[config.mk]
export PLATFORM = sky130hd
export DESIGN_NAME = note_tone_generator_top
export DESIGN_NICKNAME = d
export VERILOG_FILES = /design/src/design/ntg_pkg.sv /design/src/design/note_tone_generator_top.sv /design/src/design/ntg_in_stage.sv /design/src/design/ntg_core.sv /design/src/design/ntg_out_stage.sv
export VERILOG_INCLUDE_DIRS = /design/src /design/src/design
export SDC_FILE = /design/constraint.sdc
export NUM_CORES = 1
export LEC_CHECK = 0
export BUFFER_PORTS_ARGS = -buffer_cell sky130_fd_sc_hd__buf_2
export CORE_MARGIN = 2
export CORE_UTILIZATION = 61
export DETAILED_ROUTE_END_ITERATION = 6
export PLACE_DENSITY = 0.81
export SYNTH_ARGS = -nofsm -noshare
export SYNTH_HDL_FRONTEND = slang
export SYNTH_SLANG_ARGS = --single-unit
[constraint.sdc]
create_clock -name clk -period 4.3 [get_ports clk]
set_input_delay 1.29 -clock clk [delete_from_list [all_inputs] [get_ports clk]]
set_output_delay 1.29 -clock clk [all_outputs]
set_load 0.02 [all_outputs]
[src/design/note_tone_generator_top_defines.svh]
// ----------------------------------------------------------------------------
// note_tone_generator_top_defines.svh
// Assertion macros used by the note tone generator core RTL.
// ----------------------------------------------------------------------------
`ifndef NOTE_TONE_GENERATOR_TOP_DEFINES_SVH
`define NOTE_TONE_GENERATOR_TOP_DEFINES_SVH

`ifndef SYNTHESIS
// same-cycle implication
`define NTG_ASSERT_NOW(label, ante, cons) \
  label: assert property (@(posedge clk) disable iff (rst) (ante) |-> (cons)) \
    else $error("ntg assertion failed");
// next-cycle implication
`define NTG_ASSERT_NEXT(label, ante, cons) \
  label: assert property (@(posedge clk) disable iff (rst) (ante) |=> (cons)) \
    else $error("ntg assertion failed");
`else
`define NTG_ASSERT_NOW(label, ante, cons)
`define NTG_ASSERT_NEXT(label, ante, cons)
`endif

`endif

[src/design/ntg_pkg.sv]
`timescale 1ns / 1ps
// ----------------------------------------------------------------------------
// ntg_pkg
// Types, constants and pitch ROM of the note tone generator.
// ----------------------------------------------------------------------------
package ntg_pkg;

  localparam int TONE_COUNTER_BITS_DEFAULT = 16;
  localparam int HBT_W   = 24;
  localparam int ROM_W   = 16;
  localparam int ROM_IDX_W = 5;
  localparam int IN_TDATA_W  = 16;
  localparam int OUT_TDATA_W = 8;

  localparam logic [HBT_W-1:0] HBT_RESET = 24'd92160;

  localparam logic MODE_TICK = 1'b0;
  localparam logic MODE_NOTE = 1'b1;

  localparam logic STATUS_OK     = 1'b0;
  localparam logic STATUS_REJECT = 1'b1;

  typedef struct packed {
    logic       mode;
    logic [2:0] note_degree;
    logic [1:0] octave;
    logic [7:0] half_beats;
  } ntg_item_t;

  typedef struct packed {
    logic status;
    logic note_done;
    logic tone_active;
    logic speaker_level;
  } ntg_result_t;

  function automatic logic [ROM_IDX_W-1:0] rom_index(input logic [2:0] degree,
                                                     input logic [1:0] oct);
    logic [ROM_IDX_W-1:0] oct7;
    oct7 = {oct, 3'b000} - {3'b000, oct};
    return {2'b00, degree} + oct7 - 5'd1;
  endfunction

  function automatic logic [ROM_W-1:0] pitch_rom(input logic [ROM_IDX_W-1:0] idx);
    logic [ROM_W-1:0] v;
    case (idx)
      5'd0:  v = 16'hF242;
      5'd1:  v = 16'hF3C1;
      5'd2:  v = 16'hF517;
      5'd3:  v = 16'hF5B6;
      5'd4:  v = 16'hF6D0;
      5'd5:  v = 16'hF7D1;
      5'd6:  v = 16'hF8B6;
      5'd7:  v = 16'hF921;
      5'd8:  v = 16'hF9E1;
      5'd9:  v = 16'hFA8C;
      5'd10: v = 16'hFAD8;
      5'd11: v = 16'hFB68;
      5'd12: v = 16'hFBE9;
      5'd13: v = 16'hFC5B;
      5'd14: v = 16'hFC8F;
      5'd15: v = 16'hFCEE;
      5'd16: v = 16'hFD44;
      5'd17: v = 16'hFD6B;
      5'd18: v = 16'hFDB4;
      5'd19: v = 16'hFDF4;
      5'd20: v = 16'hFE2D;
      5'd21: v = 16'hFE47;
      5'd22: v = 16'hFE77;
      5'd23: v = 16'hFEA2;
      5'd24: v = 16'hFEB6;
      5'd25: v = 16'hFEDA;
      5'd26: v = 16'hFEFA;
      default: v = 16'hFF16;
    endcase
    return v;
  endfunction

endpackage

[src/design/note_tone_generator_top.sv]
`timescale 1ns / 1ps
// ----------------------------------------------------------------------------
// note_tone_generator_top
// Buzzer note player: pitch ROM, square-wave counter and note-length timer.
// ----------------------------------------------------------------------------
// Input stream s_*: s_tuser is the mode (0 timer tick, 1 note start),
// s_tdata carries degree, octave and length. Each transaction gives exactly
// one result transaction on m_* (speaker level, tone active, note done,
// status), in order.
// Path: a transaction accepted into the input register has its result
// computed combinationally and captured in the output register, which
// drives m_tvalid and m_tdata.
// Throughput is one transaction per cycle while the output is not stalled; the
// pitch lookup and both counter updates are combinational between registers.
// cfg_*: writes half_beat_ticks, always ready; write only while idle.
// Reset: tone stopped, counters and speaker cleared, half_beat_ticks 92160.
// Stall: when m_tready is low the output register holds, then the input
// register fills and s_tready drops; no transaction is lost.
// ----------------------------------------------------------------------------
module note_tone_generator_top
  import ntg_pkg::*;
#(
  parameter int TONE_COUNTER_BITS = TONE_COUNTER_BITS_DEFAULT
) (
  input  logic                   clk,
  input  logic                   rst,
  input  logic                   s_tvalid,
  output logic                   s_tready,
  input  logic [IN_TDATA_W-1:0]  s_tdata,   // note_degree[2:0], octave[4:3], half_beats[12:5]
  input  logic                   s_tuser,   // mode
  output logic                   m_tvalid,
  input  logic                   m_tready,
  output logic [OUT_TDATA_W-1:0] m_tdata,   // speaker_level, tone_active, note_done, status
  input  logic                   cfg_valid,
  output logic                   cfg_ready,
  input  logic [HBT_W-1:0]       cfg_data
);

  ntg_item_t   item;
  ntg_result_t result;
  logic        item_valid;
  logic        can_take;
  logic        fire;

  assign cfg_ready = 1'b1;
  assign fire      = item_valid && can_take;

  ntg_in_stage u_in (
    .clk        (clk),
    .rst        (rst),
    .s_tvalid   (s_tvalid),
    .s_tready   (s_tready),
    .s_tdata    (s_tdata),
    .s_tuser    (s_tuser),
    .advance    (can_take),
    .item_valid (item_valid),
    .item       (item)
  );

  ntg_core #(
    .TONE_COUNTER_BITS (TONE_COUNTER_BITS)
  ) u_core (
    .clk       (clk),
    .rst       (rst),
    .cfg_valid (cfg_valid),
    .cfg_data  (cfg_data),
    .fire      (fire),
    .item      (item),
    .result    (result)
  );

  ntg_out_stage u_out (
    .clk       (clk),
    .rst       (rst),
    .res_valid (item_valid),
    .result    (result),
    .can_take  (can_take),
    .m_tvalid  (m_tvalid),
    .m_tready  (m_tready),
    .m_tdata   (m_tdata)
  );

endmodule

[src/design/ntg_in_stage.sv]
`timescale 1ns / 1ps
// ----------------------------------------------------------------------------
// ntg_in_stage
// Input register: captures one stream transaction and holds it until taken.
// ----------------------------------------------------------------------------
module ntg_in_stage
  import ntg_pkg::*;
(
  input  logic                  clk,
  input  logic                  rst,
  input  logic                  s_tvalid,
  output logic                  s_tready,
  input  logic [IN_TDATA_W-1:0] s_tdata,   // note_degree[2:0], octave[4:3], half_beats[12:5]
  input  logic                  s_tuser,   // mode
  input  logic                  advance,
  output logic                  item_valid,
  output ntg_item_t             item
);

  assign s_tready = !item_valid || advance;

  always_ff @(posedge clk) begin
    if (rst) begin
      item_valid <= 1'b0;
    end else if (s_tready) begin
      item_valid <= s_tvalid;
    end
    if (s_tready && s_tvalid) begin
      item.mode        <= s_tuser;
      item.note_degree <= s_tdata[2:0];
      item.octave      <= s_tdata[4:3];
      item.half_beats  <= s_tdata[12:5];
    end
  end

endmodule

[src/design/ntg_core.sv]
`timescale 1ns / 1ps
// ----------------------------------------------------------------------------
// ntg_core
// Tone and duration state, one item processed per cycle while fire is high.
// ----------------------------------------------------------------------------
`include "note_tone_generator_top_defines.svh"

module ntg_core
  import ntg_pkg::*;
#(
  parameter int TONE_COUNTER_BITS = TONE_COUNTER_BITS_DEFAULT
) (
  input  logic             clk,
  input  logic             rst,
  input  logic             cfg_valid,
  input  logic [HBT_W-1:0] cfg_data,
  input  logic             fire,
  input  ntg_item_t        item,
  output ntg_result_t      result
);

  logic [HBT_W-1:0]             half_beat_ticks;
  logic [TONE_COUNTER_BITS-1:0] tone_counter, tone_counter_next;
  logic [TONE_COUNTER_BITS-1:0] reload_value, reload_value_next;
  logic                         speaker_bit, speaker_bit_next;
  logic                         running, running_next;
  logic [7:0]                   half_beats_left, half_beats_left_next;
  logic [HBT_W-1:0]             ticks_in_half_beat, ticks_in_half_beat_next;

  logic [HBT_W-1:0]                   tick_sum;
  logic [HBT_W-1:0]                   limit;
  logic [7:0]                         beats_dec;
  logic [TONE_COUNTER_BITS-1:0]       rom_reload;
  logic                               done;
  logic                               status;

  assign rom_reload = TONE_COUNTER_BITS'(pitch_rom(rom_index(item.note_degree,
                                                             item.octave)));
  assign tick_sum   = ticks_in_half_beat + 1'b1;
  assign limit      = (half_beat_ticks == '0) ? HBT_W'(1) : half_beat_ticks;
  assign beats_dec  = half_beats_left - 8'd1;

  always_comb begin
    tone_counter_next       = tone_counter;
    reload_value_next       = reload_value;
    speaker_bit_next        = speaker_bit;
    running_next            = running;
    half_beats_left_next    = half_beats_left;
    ticks_in_half_beat_next = ticks_in_half_beat;
    done                    = 1'b0;
    status                  = STATUS_OK;
    if (item.mode == MODE_NOTE) begin
      if (item.half_beats == 8'd0) begin
        running_next            = 1'b0;
        half_beats_left_next    = 8'd0;
        ticks_in_half_beat_next = '0;
      end else if (item.note_degree == 3'd0) begin
        status = STATUS_REJECT;
      end else begin
        reload_value_next       = rom_reload;
        tone_counter_next       = rom_reload;
        running_next            = 1'b1;
        half_beats_left_next    = item.half_beats;
        ticks_in_half_beat_next = '0;
      end
    end else if (running) begin
      if (tone_counter == '1) begin
        speaker_bit_next  = ~speaker_bit;
        tone_counter_next = reload_value;
      end else begin
        tone_counter_next = tone_counter + 1'b1;
      end
      if (tick_sum >= limit || tick_sum == '0) begin
        ticks_in_half_beat_next = '0;
        half_beats_left_next    = beats_dec;
        if (beats_dec == 8'd0) begin
          running_next = 1'b0;
          done         = 1'b1;
        end
      end else begin
        ticks_in_half_beat_next = tick_sum;
      end
    end
  end

  always_comb begin
    result.speaker_level = speaker_bit_next;
    result.tone_active   = running_next;
    result.note_done     = done;
    result.status        = status;
  end

  always_ff @(posedge clk) begin
    if (rst) begin
      half_beat_ticks    <= HBT_RESET;
      tone_counter       <= '0;
      reload_value       <= '0;
      speaker_bit        <= 1'b0;
      running            <= 1'b0;
      half_beats_left    <= 8'd0;
      ticks_in_half_beat <= '0;
    end else begin
      if (cfg_valid) begin
        half_beat_ticks <= cfg_data;
      end
      if (fire) begin
        tone_counter       <= tone_counter_next;
        reload_value       <= reload_value_next;
        speaker_bit        <= speaker_bit_next;
        running            <= running_next;
        half_beats_left    <= half_beats_left_next;
        ticks_in_half_beat <= ticks_in_half_beat_next;
      end
    end
  end

  `NTG_ASSERT_NEXT(a_done_stops, fire && result.note_done, !running)
  `NTG_ASSERT_NOW(a_tick_no_status, fire && item.mode == MODE_TICK, result.status == STATUS_OK)
  `NTG_ASSERT_NOW(a_note_no_done, fire && item.mode == MODE_NOTE, !result.note_done)
  `NTG_ASSERT_NEXT(a_idle_holds, !fire, $stable(tone_counter) && $stable(speaker_bit))
  `NTG_ASSERT_NEXT(a_reject_holds, fire && result.status == STATUS_REJECT, $stable(reload_value) && $stable(running))

endmodule

[src/design/ntg_out_stage.sv]
`timescale 1ns / 1ps
// ----------------------------------------------------------------------------
// ntg_out_stage
// Result register driving the master stream side.
// ----------------------------------------------------------------------------
module ntg_out_stage
  import ntg_pkg::*;
(
  input  logic                   clk,
  input  logic                   rst,
  input  logic                   res_valid,
  input  ntg_result_t            result,
  output logic                   can_take,
  output logic                   m_tvalid,
  input  logic                   m_tready,
  output logic [OUT_TDATA_W-1:0] m_tdata   // speaker_level, tone_active, note_done, status
);

  ntg_result_t held;

  assign can_take = !m_tvalid || m_tready;
  assign m_tdata  = {4'b0000, held};

  always_ff @(posedge clk) begin
    if (rst) begin
      m_tvalid <= 1'b0;
    end else if (can_take) begin
      m_tvalid <= res_valid;
    end
    if (can_take && res_valid) begin
      held <= result;
    end
  end

endmodule
### After elaboration in Yosys (flattened, before gate mapping)

Memories as Yosys holds them, arrays and structs flattened.
Cells that the tools add are included.

| operators by class | value |
|---|---|
| add/sub/neg operators | 6 |
| $lt $le $gt $ge | 1 |
| equality and inequality tests | 4 |
| muxes and demuxes | 27 |
| bitwise gates (word level) | 6 |
| reduce and logical (&&, ||, !) cells | 20 |

Operator list:

| kind | number |
|---|---|
| 24-bit 2-to-1 mux | 6 |
| 16-bit 2-to-1 mux | 5 |
| 24-bit zero test | 2 |
| 8-bit 2-to-1 mux | 5 |
| 24-bit by 1-bit adder with 24-bit output (second input constant) | 1 |
| 24-bit >= comparator | 1 |
| 16-bit by 1-bit adder with 16-bit output (second input constant) | 1 |
| 16-bit equality test (second input constant) | 1 |
| 8-bit zero test | 2 |
| 4-bit AND reduction | 3 |
| 1-bit 2-to-1 mux | 11 |
| 8-bit by 1-bit subtractor with 8-bit output (second input constant) | 1 |
| 1-bit NOT | 6 |
| 3-bit by 5-bit adder with 5-bit output | 1 |
| 5-bit by 1-bit subtractor with 5-bit output (second input constant) | 1 |
| 5-bit by 2-bit subtractor with 5-bit output | 1 |
| 2-bit != test (second input constant) | 2 |
| 2-bit nonzero test | 2 |
| 3-bit zero test | 1 |
| 1-bit logical OR | 3 |
| 3-bit by 2-bit != test with 1-bit output (second input constant) | 1 |
| 3-bit AND reduction | 1 |
| 3-bit OR reduction | 1 |
| 1-bit logical AND | 2 |
| 2 further kinds | 3 |

| storage, ports and cells | value |
|---|---|
| bits in registers | 110 |
| bits in read-only memories | 384 |
| bits of input ports | 46 |
| output and inout port bits | 11 |
| logic and storage cells | 82 |
| memories kept | 1 |

Memories:

| memory | words | width | read ports | clocked after memory_dff | wr ports | RTL line | text |
|---|---|---|---|---|---|---|---|
| (name not given) | 32 | 12 | 1 | 0 | 0 | ntg_pkg.sv:46 | `case (idx)` |

### Depth between registers and ports, before layout

Gate-level depths: netlist (run 1).

| logic depth | value |
|---|---|
| depth in word-level cells | 7 |
| gate-level depth with buffers | 15 |

### By module

From an unflattened synthesis (run 1), not the netlist that was laid out.

| unflattened totals | value |
|---|---|
| cells, all modules | 802 |
| area, all modules | 6655.1 sq um |

Modules (own cells, without submodules):

| module | times used | cells each | area each (sq um) | sequential area each (sq um) |
|---|---|---|---|---|
| ntg_core | 1 | 766 | 5953.2 | 1741.7 |
| ntg_in_stage | 1 | 19 | 475.5 | 440.4 |
| ntg_out_stage | 1 | 14 | 209.0 | 140.1 |
| note_tone_generator_top | 1 | 3 | 17.5 | 0.0 |

### Worst setup path after synthesis (run 1)

OpenSTA, ideal clock, no wires.

| path | value |
|---|---|
| kind | register to register |
| start point | reg u_core.ticks_in_half_beat[0] |
| end point | reg u_core.half_beats_left[1] |
| arrival time | 3.428 ns |
| data required time | 4.179 ns |
| slack | 0.752 ns |
| cell stages (with the launch flop) | 14 |
| clock period less this slack | 3.548 ns |
| cells stage by stage | dfxtp_1 > ha_1 > nand3_2 > nor4_4 > nand2_1 > nor2_1 > xor2_1 > ha_1 > a21o_1 > a221oi_1 > o21ai_0 > a211o_1 > a22oi_2 > mux2_2 |

| between the ends | value |
|---|---|
| longest elaborated chain between the ends | 5 |

Ends and longest elaborated chain:

| element | RTL line | text |
|---|---|---|
| start, declared | ntg_core.sv:28 | `logic [HBT_W-1:0] ticks_in_half_beat, ticks_in_half_beat_next;` |
| start signal, assigned | ntg_core.sv:112 | `ticks_in_half_beat <= ticks_in_half_beat_next;` |
| 24-bit by 1-bit adder with 24-bit output * | ntg_core.sv:39 | `assign tick_sum = ticks_in_half_beat + 1'b1;` |
| 24-bit >= comparator or 24-bit zero test (tied branches) | ntg_core.sv:73 | `if (tick_sum >= limit \|\| tick_sum == '0) begin` |
| 1-bit logical OR * | ntg_core.sv:73 |  |
| 2-bit nonzero test (no line) * | - |  |
| 4-bit AND reduction (no line) * | - |  |
| end signal, assigned | ntg_core.sv:111 | `half_beats_left <= half_beats_left_next;` |
| end, declared | ntg_core.sv:27 | `logic [7:0] half_beats_left, half_beats_left_next;` |

Every way passes the cells marked *; elsewhere a longest branch is shown, timed or not.
A chain may end at the register's enable or synchronous reset.

### Worst setup path after layout (run 1)

| path | value |
|---|---|
| start point | reg u_core.ticks_in_half_beat[10] |
| end point | reg u_core.ticks_in_half_beat[1] |

| between the ends | value |
|---|---|
| longest elaborated chain between the ends | 6 |

Ends and longest elaborated chain:

| element | RTL line | text |
|---|---|---|
| 24-bit by 1-bit adder with 24-bit output * | ntg_core.sv:39 |  |
| 24-bit >= comparator or 24-bit zero test (tied branches) | ntg_core.sv:73 |  |
| 1-bit logical OR * | ntg_core.sv:73 |  |
| 24-bit 2-to-1 mux * | ntg_core.sv:73 |  |
| 24-bit 2-to-1 mux * | ntg_core.sv:66 | `end else if (running) begin` |
| 24-bit 2-to-1 mux * | ntg_core.sv:52 | `if (item.mode == MODE_NOTE) begin` |

Every way passes the cells marked *; elsewhere a longest branch is shown, timed or not. The select of a mux whose other input is x is not followed.

==> impl_metrics.ini, run 1 <==
[outcome]
outcome = finished clean

[floorplanning]
core_area_um2 = 10800
num_io_pins = 57
die_h_um = 109
rows = 38
start_util = 0.623
die_x_um = 109
dieArea_um2 = 11900

[power]
power_density_nw_per_um2 = 288
ir_worst_vdd_uv = 226
total_leakage_power_nw = 2.89

[timing]
slew-limit-headroom = 0.234
hold_viol = 0
finalSetupViolCount = 0
fmax_ghz = 0.249
fin_tns_setup_ns = 0
post-route-min-period_ns = 4.02
tightest_slew_ns = 1.15
drv_slew = 0
clock_skew_ns = 0.0175
rsz0062_at_grt = false
fin_crit_sh = 0.934

[worst_setup_path]
worst-r2r-cell-count = 13
startpoint_type = flop
critPathArrivalTime_ns = 4.35
critical_path_class = flop to flop
rr_startpoint = u_core.ticks_in_half_beat[10]$_SDFFE_PP0P_
rrSetupSlack_ns = 0.28
endpoint_kind = flop
worst-path-max-fanout = 24
required_ns = 4.63
r2r_end = u_core.ticks_in_half_beat[1]$_SDFFE_PP0P_

[global_routing]
grt.total_usage = 0.279
antenna_found_initial = 0
grt_pass1_wl_um = 26100
overflow = 0
grt_max_degree = 56
grt_pass1_vias = 5630

[cts]
cts_tree = yes
clk_pin_slew_ns = 0.10
cts-root-buf = clkbuf_8
htreeDepth = 3
hold_buffers = 0
insertion_delay_ns = 0.40
cts_made_buffers = 9
cts_sinks = 107
cts_buffer_depth = 2

[min_path]
hold_path_end = u_core.reload_value[7]$_SDFFE_PP0P_
hold_depth = 2
hp-class = flop to flop
holdCritStartpoint = u_core.reload_value[7]$_SDFFE_PP0P_

[drt]
ant_nets = 0
drt_first_pass_iters = 5
via_count = 5982
viasPerCell = 6.05
drcViolationCount = 0
drt_wl_total_um = 16300
post_drt_wl_per_cell_um = 16.5
drt_iter0_markers = 484

[cells_and_area]
seqCellArea_um2 = 2320
fillCellCount = 911
nets = 930
multi_input_comb_area_um2 = 4050
areaGrowthSynthToFinish_pct = 7.94
drive_gt1_frac = 0.118
design_area_um2 = 7290
utilization = 0.673
n_antenna_cell = 0

[yosys]
synthFlopType = dfxtp_1
synth_seq_cells = 107
yosysWarnings = 0
avgSynthCellArea_um2 = 8.30
synth_area_um2 = 6760
syn-instance-count = 814
synth-edff-count = 18
ys_seq_area_frac = 0.344
yosysUniqueCellTypes = 71
async_reset_ff_frac = 0

[placement]
port_buffers = 48
dp_hpwl_um = 11700
place_area_um2 = 7070
gp_congestion = 0.930

[flow_run]
cap_violations = 0
-- state kept, by name, summed over array words and instances, names as in the netlist --
name and cells:
u_core.ticks_in_half_beat 24, u_in.item 14, u_out.m_tvalid 1, u_out.m_tdata 4, u_in.item_valid 1, u_core.reload_value 13
u_core.speaker_bit 1, u_core.half_beat_ticks 24, u_core.running 1, u_core.tone_counter 16, u_core.half_beats_left 8
-- logic make-up (layout without fill, tap and decap cells) --
logic type      Yosys count  in the layout  share of synthesized area
xor+xnor                 70             70                     0.0907
fa+ha+maj                40             40                     0.0752
mux                      31             31                     0.0502
simple gates            315            315                      0.226
other cells               2              5                    0.00111
flops                   107            107                      0.344
buf+inv                  96            128                     0.0605
compound gates          153            153                      0.153
-- synth_stat cells (6+ instances only) --
library cell,n,area share
inv_1,44,0.024
edfxtp_1,18,0.080
or3_1,8,0.0074
ha_1,39,0.072
o211ai_1,9,0.010
nand2_1,84,0.047
mux2i_1,26,0.039
dfxtp_1,89,0.26
nor3_1,31,0.023
a211o_1,6,0.0078
clkbuf_1,27,0.015
o21ai_0,26,0.019
a21oi_1,36,0.027
a211oi_1,22,0.024
buf_2,9,0.0067
nand3_1,17,0.013
nand4_1,16,0.015
xor2_1,22,0.029
xnor2_1,48,0.062
nor4_1,14,0.013
nor2_1,102,0.057
-- routing by layer --
metal | track usage | vias up | part of all wire
met4 | 0.118 | 0 | 0.030
met3 | 0.0610 | 34 | 0.061
li1 | - | 2933 | -
met2 | 0.480 | 194 | 0.49
met5 | 0 | - | 0
met1 | 0.338 | 2821 | 0.42
-- worst max-delay path, cell delays in order, from the launching register on --
cell and delay, ns:
dfxtp_1 0.52, nand4_1 0.33, nor4_4 0.43, nand2_1 0.18, nor2_1 0.19, xor2_1 0.23
ha_1 0.28, nand4_1 0.11, nor2_1 0.07, a221oi_1 0.27, o21ai_0 0.20, a211o_1 0.34
a221o_2 0.60, a21oi_1 0.18
-- timing repair --
item	CTS	global route
setup buffers	0	2
endpoints found under the setup margin	0	11
resized for setup	0	1
-- cell type report --
type | instances | area share
Clock inverter | 4 | 0.00703
Inverter | 46 | 0.0237
Clock buffer | 12 | 0.0199
Multi-Input combinational cell | 614 | 0.556
Tap cell | 140 | 0.0240
Timing Repair Buffer | 66 | 0.0515
Sequential cell | 107 | 0.318
-- how the worst max path moves through the flow --
stage                                                     from                                         end  slack, ns  cells past startpoint
floorplan            u_core.ticks_in_half_beat[0]$_SDFFE_PP0P_      u_core.half_beats_left[1]$_SDFFE_PP0P_       0.75                     13
global placement    u_core.ticks_in_half_beat[10]$_SDFFE_PP0P_   u_core.ticks_in_half_beat[1]$_SDFFE_PP0P_       0.44                     12
detailed placement   u_core.ticks_in_half_beat[9]$_SDFFE_PP0P_   u_core.ticks_in_half_beat[1]$_SDFFE_PP0P_       0.33                     13
CTS                  u_core.ticks_in_half_beat[9]$_SDFFE_PP0P_  u_core.ticks_in_half_beat[14]$_SDFFE_PP0P_       0.29                     13
global route        u_core.ticks_in_half_beat[10]$_SDFFE_PP0P_  u_core.ticks_in_half_beat[20]$_SDFFE_PP0P_       0.01                     13
finish              u_core.ticks_in_half_beat[10]$_SDFFE_PP0P_   u_core.ticks_in_half_beat[1]$_SDFFE_PP0P_       0.28                     13
-- where the power goes --
group	switching, mW	leakage, nW	internal [mW]
Clock	0.348	0.0966	0.286
Sequential	0.0351	0.899	1.06
Combinational	0.229	1.89	0.146
Total	0.613	2.89	1.49
-- cells in the final DEF (no fill, tap or decap), drive strengths merged, types with 22 or more instances in the layout --
cell	instances
ha	39
dfxtp	89
a21oi	36
o21ai	29
a211oi	22
xor2	22
nor3	31
mux2i	26
buf	66
inv	44
xnor2	48
nor2	102
nand2	84
-- through the flow --
step	hold WS, ns	instances	total power, mW	setup WS, ns
after global placement	0.441	971	1.47	0.439
after global routing	0.489	989	2.20	0.00998
after detailed placement	0.454	971	1.48	0.327
final	0.467	989	2.10	0.284
after floorplan	0.436	817	1.38	0.752
after CTS	0.467	987	2.11	0.293
Note: power is estimated with default switching activity, not from simulation.
==> inputs of run 2 (changes only) <==
--- a/config.mk
+++ b/config.mk
@@ -9,6 +9,7 @@
 export BUFFER_PORTS_ARGS = -buffer_cell sky130_fd_sc_hd__buf_2
 export CORE_MARGIN = 2
 export CORE_UTILIZATION = 61
+export CTS_CLUSTER_DIAMETER = 120
 export DETAILED_ROUTE_END_ITERATION = 6
 export PLACE_DENSITY = 0.81
 export SYNTH_ARGS = -nofsm -noshare
==> constraint.sdc (replaced) <==
create_clock -name clk -period 4.3 [get_ports clk]
set_input_delay 0.43 -clock clk [delete_from_list [all_inputs] [get_ports clk]]
set_output_delay 0.43 -clock clk [all_outputs]
set_load 0.02 [all_outputs]
==> impl_metrics.ini, run 2 (same netlist as run 1, synthesis figures left out) <==
[cts]
hold_buffers = 0
clk_pin_slew_ns = 0.10
htreeDepth = 3
cts_made_buffers = 9
insertion_delay_ns = 0.39
cts_buffer_depth = 2
cts-root-buf = clkbuf_8
cts_tree = yes
cts_sinks = 107

[timing]
finalSetupViolCount = 0
tightest_slew_ns = 1.10
holdWs_ns = 0.215
rsz0062_at_grt = false
fin_tns_setup_ns = 0
post-route-min-period_ns = 3.94
clock_skew_ns = 0.0154
slew-limit-headroom = 0.261
hold_viol = 0
fmax_ghz = 0.254
fin_crit_sh = 0.917
drv_slew = 0

[drt]
ant_nets = 0
drcViolationCount = 0
via_count = 5888
post_drt_wl_per_cell_um = 16.1
drt_iter0_markers = 503
drt_first_pass_iters = 5
drt_wl_total_um = 15900
viasPerCell = 5.97

[global_routing]
grt_max_degree = 56
overflow = 0
grt.total_usage = 0.276
grt_pass1_vias = 5465
antenna_found_initial = 0
grt_pass1_wl_um = 25700

[placement]
place_area_um2 = 7070
gp_congestion = 0.881
port_buffers = 48
dp_hpwl_um = 11700

[worst_setup_path]
endpoint_kind = flop
critical_path_class = flop to flop
startpoint_type = flop
required_ns = 4.62
critPathArrivalTime_ns = 4.26
worst-path-max-fanout = 24

[cells_and_area]
fillCellCount = 917
design_area_um2 = 7310
mostFrequentLayoutCells = nor2_1 (102), dfxtp_1 (89), nand2_1 (84)
top_regs = u_core.half_beat_ticks x24, u_core.ticks_in_half_beat x24, u_core.tone_counter x16
seqCellArea_um2 = 2320
utilization = 0.674
multi_input_comb_area_um2 = 4050
nets = 928
final_common_cell = nor2_1
drive_gt1_frac = 0.117
areaGrowthSynthToFinish_pct = 8.13
n_antenna_cell = 0

[floorplanning]
start_util = 0.623
die_h_um = 109
rows = 38
dieArea_um2 = 11900
core_area_um2 = 10800
die_x_um = 109
num_io_pins = 57

[power]
total_leakage_power_nw = 2.90
power_density_nw_per_um2 = 296
ir_worst_vdd_uv = 280

[min_path]
hp-class = input pin to flop

[flow_run]
cap_violations = 0

[outcome]
outcome = finished clean
## run 2: cell count changes in the layout (fill, tap and decap cells not counted), sizes merged
cell    previous run  this run
bufinv             1         2
clkinv             4         2
buf               66        64
inv               44        47
clkbuf            12        10
## run 2: repair_timing
action / in CTS / in global routing
endpoints found under the setup margin: 0 / 2
setup buffers: 0 / 0
resized for setup: 0 / 1
## run 2: area by class of cell
| type | count | area share |
|---|---|---|
| Multi-Input combinational cell | 614 | 0.555 |
| Sequential cell | 107 | 0.318 |
| Timing Repair Buffer | 64 | 0.0493 |
| Tap cell | 140 | 0.0240 |
| Inverter | 46 | 0.0236 |
| Clock buffer | 10 | 0.0188 |
| Clock inverter | 6 | 0.0118 |
## run 2: worst max-delay path, stage by stage (launching register included)
cell	delay, ns
dfxtp_1	0.50
nand4_1	0.32
nor4_4	0.51
nand2_1	0.20
nor2_1	0.20
xor2_1	0.18
ha_1	0.26
a21o_1	0.17
a221oi_1	0.27
o21ai_0	0.16
a211o_1	0.32
a221o_2	0.60
a21oi_1	0.18
## run 2: through the flow
stage	cells	power [mW]	setup slack, ns
after global routing	987	2.26	0.0112
final	987	2.16	0.356
after floorplan	817	1.38	0.752
after CTS	987	2.17	0.312
after global placement	971	1.47	0.470
after detailed placement	971	1.49	0.372
## run 2: worst paths after layout
path	cells after the start	to	from	slack, ns
setup / recovery	12	u_core.ticks_in_half_beat[1]$_SDFFE_PP0P_	u_core.ticks_in_half_beat[9]$_SDFFE_PP0P_	0.36
hold / removal	1	u_in.item[9]$_DFFE_PP_	s_tdata[4]	0.22
setup reg to reg	12	u_core.ticks_in_half_beat[1]$_SDFFE_PP0P_	u_core.ticks_in_half_beat[9]$_SDFFE_PP0P_	0.36
hold reg to reg	2	u_core.reload_value[5]$_SDFFE_PP0P_	u_core.reload_value[5]$_SDFFE_PP0P_	0.46
## run 2: routing by layer
metal  GRT usage  wire length, um  up-vias
li1            -                -     2932
met1       0.342             6730     2744
met2       0.474             7790      187
met3      0.0634             1040       25
met4      0.0895              295        0
met5           0                0        -
## run 2: where the power goes
| group | internal (mW) | switching [mW] | total [mW] |
|---|---|---|---|
| Clock | 0.344 | 0.351 | 0.695 |
| Sequential | 1.06 | 0.0334 | 1.09 |
| Combinational | 0.147 | 0.232 | 0.378 |
| Total | 1.55 | 0.616 | 2.16 |
==> inputs of run 3 (changes only) <==
--- a/config.mk
+++ b/config.mk
@@ -14,4 +14,5 @@
 export PLACE_DENSITY = 0.81
 export SYNTH_ARGS = -nofsm -noshare
 export SYNTH_HDL_FRONTEND = slang
+export SYNTH_HIERARCHICAL = 1
 export SYNTH_SLANG_ARGS = --single-unit
==> impl_metrics.ini, run 3 <==
[outcome]
outcome = finished clean

[cells_and_area]
nets = 915
areaGrowthSynthToFinish_pct = 7.86
fillCellCount = 917
mostFrequentLayoutCells = nor2_1 (90), dfxtp_1 (89), nand2_1 (78)
final_common_cell = nor2_1
n_antenna_cell = 0
final_cells = 974
drive_gt1_frac = 0.133
top_regs = u_core/half_beat_ticks x24, u_core/ticks_in_half_beat x24, u_core/tone_counter x16

[power]
ir_worst_vdd_uv = 300
p_total_mw = 2.15
total_leakage_power_nw = 3.00
power_density_nw_per_um2 = 300

[yosys]
synthFlopType = dfxtp_1
synthTopCellsByCount = nor2_1 (90), dfxtp_1 (89), nand2_1 (78)
synth_area_um2 = 6660
ys_seq_area_frac = 0.349
synth_seq_cells = 107
async_reset_ff_frac = 0
yosys-top-cells-area = dfxtp_1 (27%), edfxtp_1 (8.1%), ha_1 (7.3%), nor2_1 (5.1%), a21oi_1 (4.4%)
synth_top_area_frac = 0.268
synth-edff-count = 18
yosysMostFrequentCell = nor2_1
syn-instance-count = 802
synth_top_cell_by_area = dfxtp_1
yosysUniqueCellTypes = 70
avgSynthCellArea_um2 = 8.30
yosysWarnings = 6

[worst_setup_path]
critical_path_class = flop to flop
critPathArrivalTime_ns = 4.25
worstPathCellList = nand4_4, or4_1, or3_1, nand2_1, ha_1, a21o_1, a21o_1, a21oi_1, o21ai_0, a21oi_2, o21ai_4, or3_1, o221ai_1
worst-path-max-fanout = 15
cpPeakStageDelay_ns = 0.68
rrSetupSlack_ns = 0.36
critPathSlowestCell = or4_1
startpoint_type = flop
required_ns = 4.61
path_buf_inv = 0
endpoint_kind = flop
path_delay_family = simple AND/OR/NAND/NOR gates

[timing]
finalSetupViolCount = 0
slew-limit-headroom = 0.340
drv_slew = 0
clock_skew_ns = 0.0156
fin_crit_sh = 0.916
fin_tns_setup_ns = 0
rsz0062_at_grt = false
fmax_ghz = 0.254
post-route-min-period_ns = 3.94
hold_viol = 0
tightest_slew_ns = 0.982

[flow_run]
cap_violations = 0

[drt]
drt_iter0_markers = 563
viasPerCell = 6.12
ant_nets = 0
via_count = 5959
post_drt_wl_per_cell_um = 16.4
drt_wl_total_um = 16000
drt_first_pass_iters = 6
drcViolationCount = 0

[floorplanning]
dieArea_um2 = 11800
num_io_pins = 57
die_x_um = 108
core_area_um2 = 10700
die_h_um = 108
start_util = 0.619
rows = 38

[placement]
dp.cells = 958
dp_hpwl_um = 11600
gp_congestion = 0.928
port_buffers = 48

[cts]
clk_pin_slew_ns = 0.10
cts_tree = yes
cts-root-buf = clkbuf_8
cts_made_buffers = 9
htreeDepth = 3
cts_buffer_depth = 2
insertion_delay_ns = 0.40
hold_buffers = 0
postCtsSetupRepairBufs = 0
cts_sinks = 107

[min_path]
hp-class = input pin to flop

[global_routing]
grt_pass1_vias = 5579
grt.total_usage = 0.280
grt_pass1_wl_um = 26100
overflow = 0
grt_max_degree = 64
antenna_found_initial = 0
==> run 3: layer usage <==
| metal | part of all wire | up-vias | routed length, um | track usage |
|---|---|---|---|---|
| met2 | 0.51 | 202 | 8090 | 0.493 |
| met1 | 0.41 | 2794 | 6620 | 0.337 |
| met5 | 0 | - | 0 | 0 |
| li1 | - | 2924 | - | - |
| met3 | 0.051 | 39 | 820 | 0.0585 |
| met4 | 0.029 | 0 | 465 | 0.0989 |
==> run 3: worst paths after layout <==
check | startpoint | to | cells after the start
hold / removal | s_tdata[3] | u_in/item[8]$_DFFE_PP_ | 1
hold reg to reg | u_core/reload_value[9]$_SDFFE_PP0P_ | u_core/reload_value[9]$_SDFFE_PP0P_ | 2
setup reg to reg | u_core/ticks_in_half_beat[10]$_SDFFE_PP0P_ | u_core/ticks_in_half_beat[18]$_SDFFE_PP0P_ | 13
setup / recovery | u_core/ticks_in_half_beat[10]$_SDFFE_PP0P_ | u_core/ticks_in_half_beat[18]$_SDFFE_PP0P_ | 13
==> run 3: area by class of cell <==
cell class | count | area (um^2) | area share
Clock buffer | 10 | 128 | 0.0178
Clock inverter | 6 | 73.8 | 0.0103
Inverter | 45 | 169 | 0.0235
Multi-Input combinational cell | 597 | 3910 | 0.545
Sequential cell | 107 | 2320 | 0.324
Tap cell | 140 | 175 | 0.0244
Timing Repair Buffer | 69 | 398 | 0.0554
==> run 3: logic make-up after synthesis <==
logic type / share of synthesized area
adder cells (fa/ha/maj): 0.0763
XOR/XNOR: 0.0487
multiplexers: 0.0367
other: 0.00113
flip-flops: 0.349
AO/OA/AOI/OAI: 0.210
AND/OR/NAND/NOR: 0.212
buffers and inverters: 0.0654
==> run 3: repair_timing <==
| action | in CTS | in global routing |
|---|---|---|
| endpoints found under the hold margin | 0 | 0 |
| endpoints found under the setup margin | 0 | 3 |
| resized for setup | 0 | 1 |
==> run 3: worst register-to-register path: stages, from the launching register on <==
cell,delay (ns)
dfxtp_1,0.53
nand4_4,0.21
or4_1,0.68
or3_1,0.43
nand2_1,0.09
ha_1,0.24
a21o_1,0.16
a21o_1,0.16
a21oi_1,0.13
o21ai_0,0.12
a21oi_2,0.25
o21ai_4,0.19
or3_1,0.47
o221ai_1,0.20
==> run 3: metrics by stage <==
step	hold slack [ns]	setup slack, ns	area [um^2]	utilization
after global placement	0.442	0.315	6970	0.649
after detailed placement	0.451	0.278	6970	0.649
after floorplan	0.434	0.734	6670	-
after CTS	0.185	0.244	7170	0.668
final	0.206	0.359	7180	0.668
after global routing	0.173	0.119	7180	0.668
==> run 3: power breakdown <==
| group | total, mW | internal (mW) | leakage, nW | switching [mW] |
|---|---|---|---|---|
| Combinational | 0.411 | 0.156 | 2.00 | 0.255 |
| Sequential | 1.10 | 1.06 | 0.899 | 0.0346 |
| Clock | 0.644 | 0.278 | 0.100 | 0.366 |
| Total | 2.15 | 1.49 | 3.00 | 0.656 |
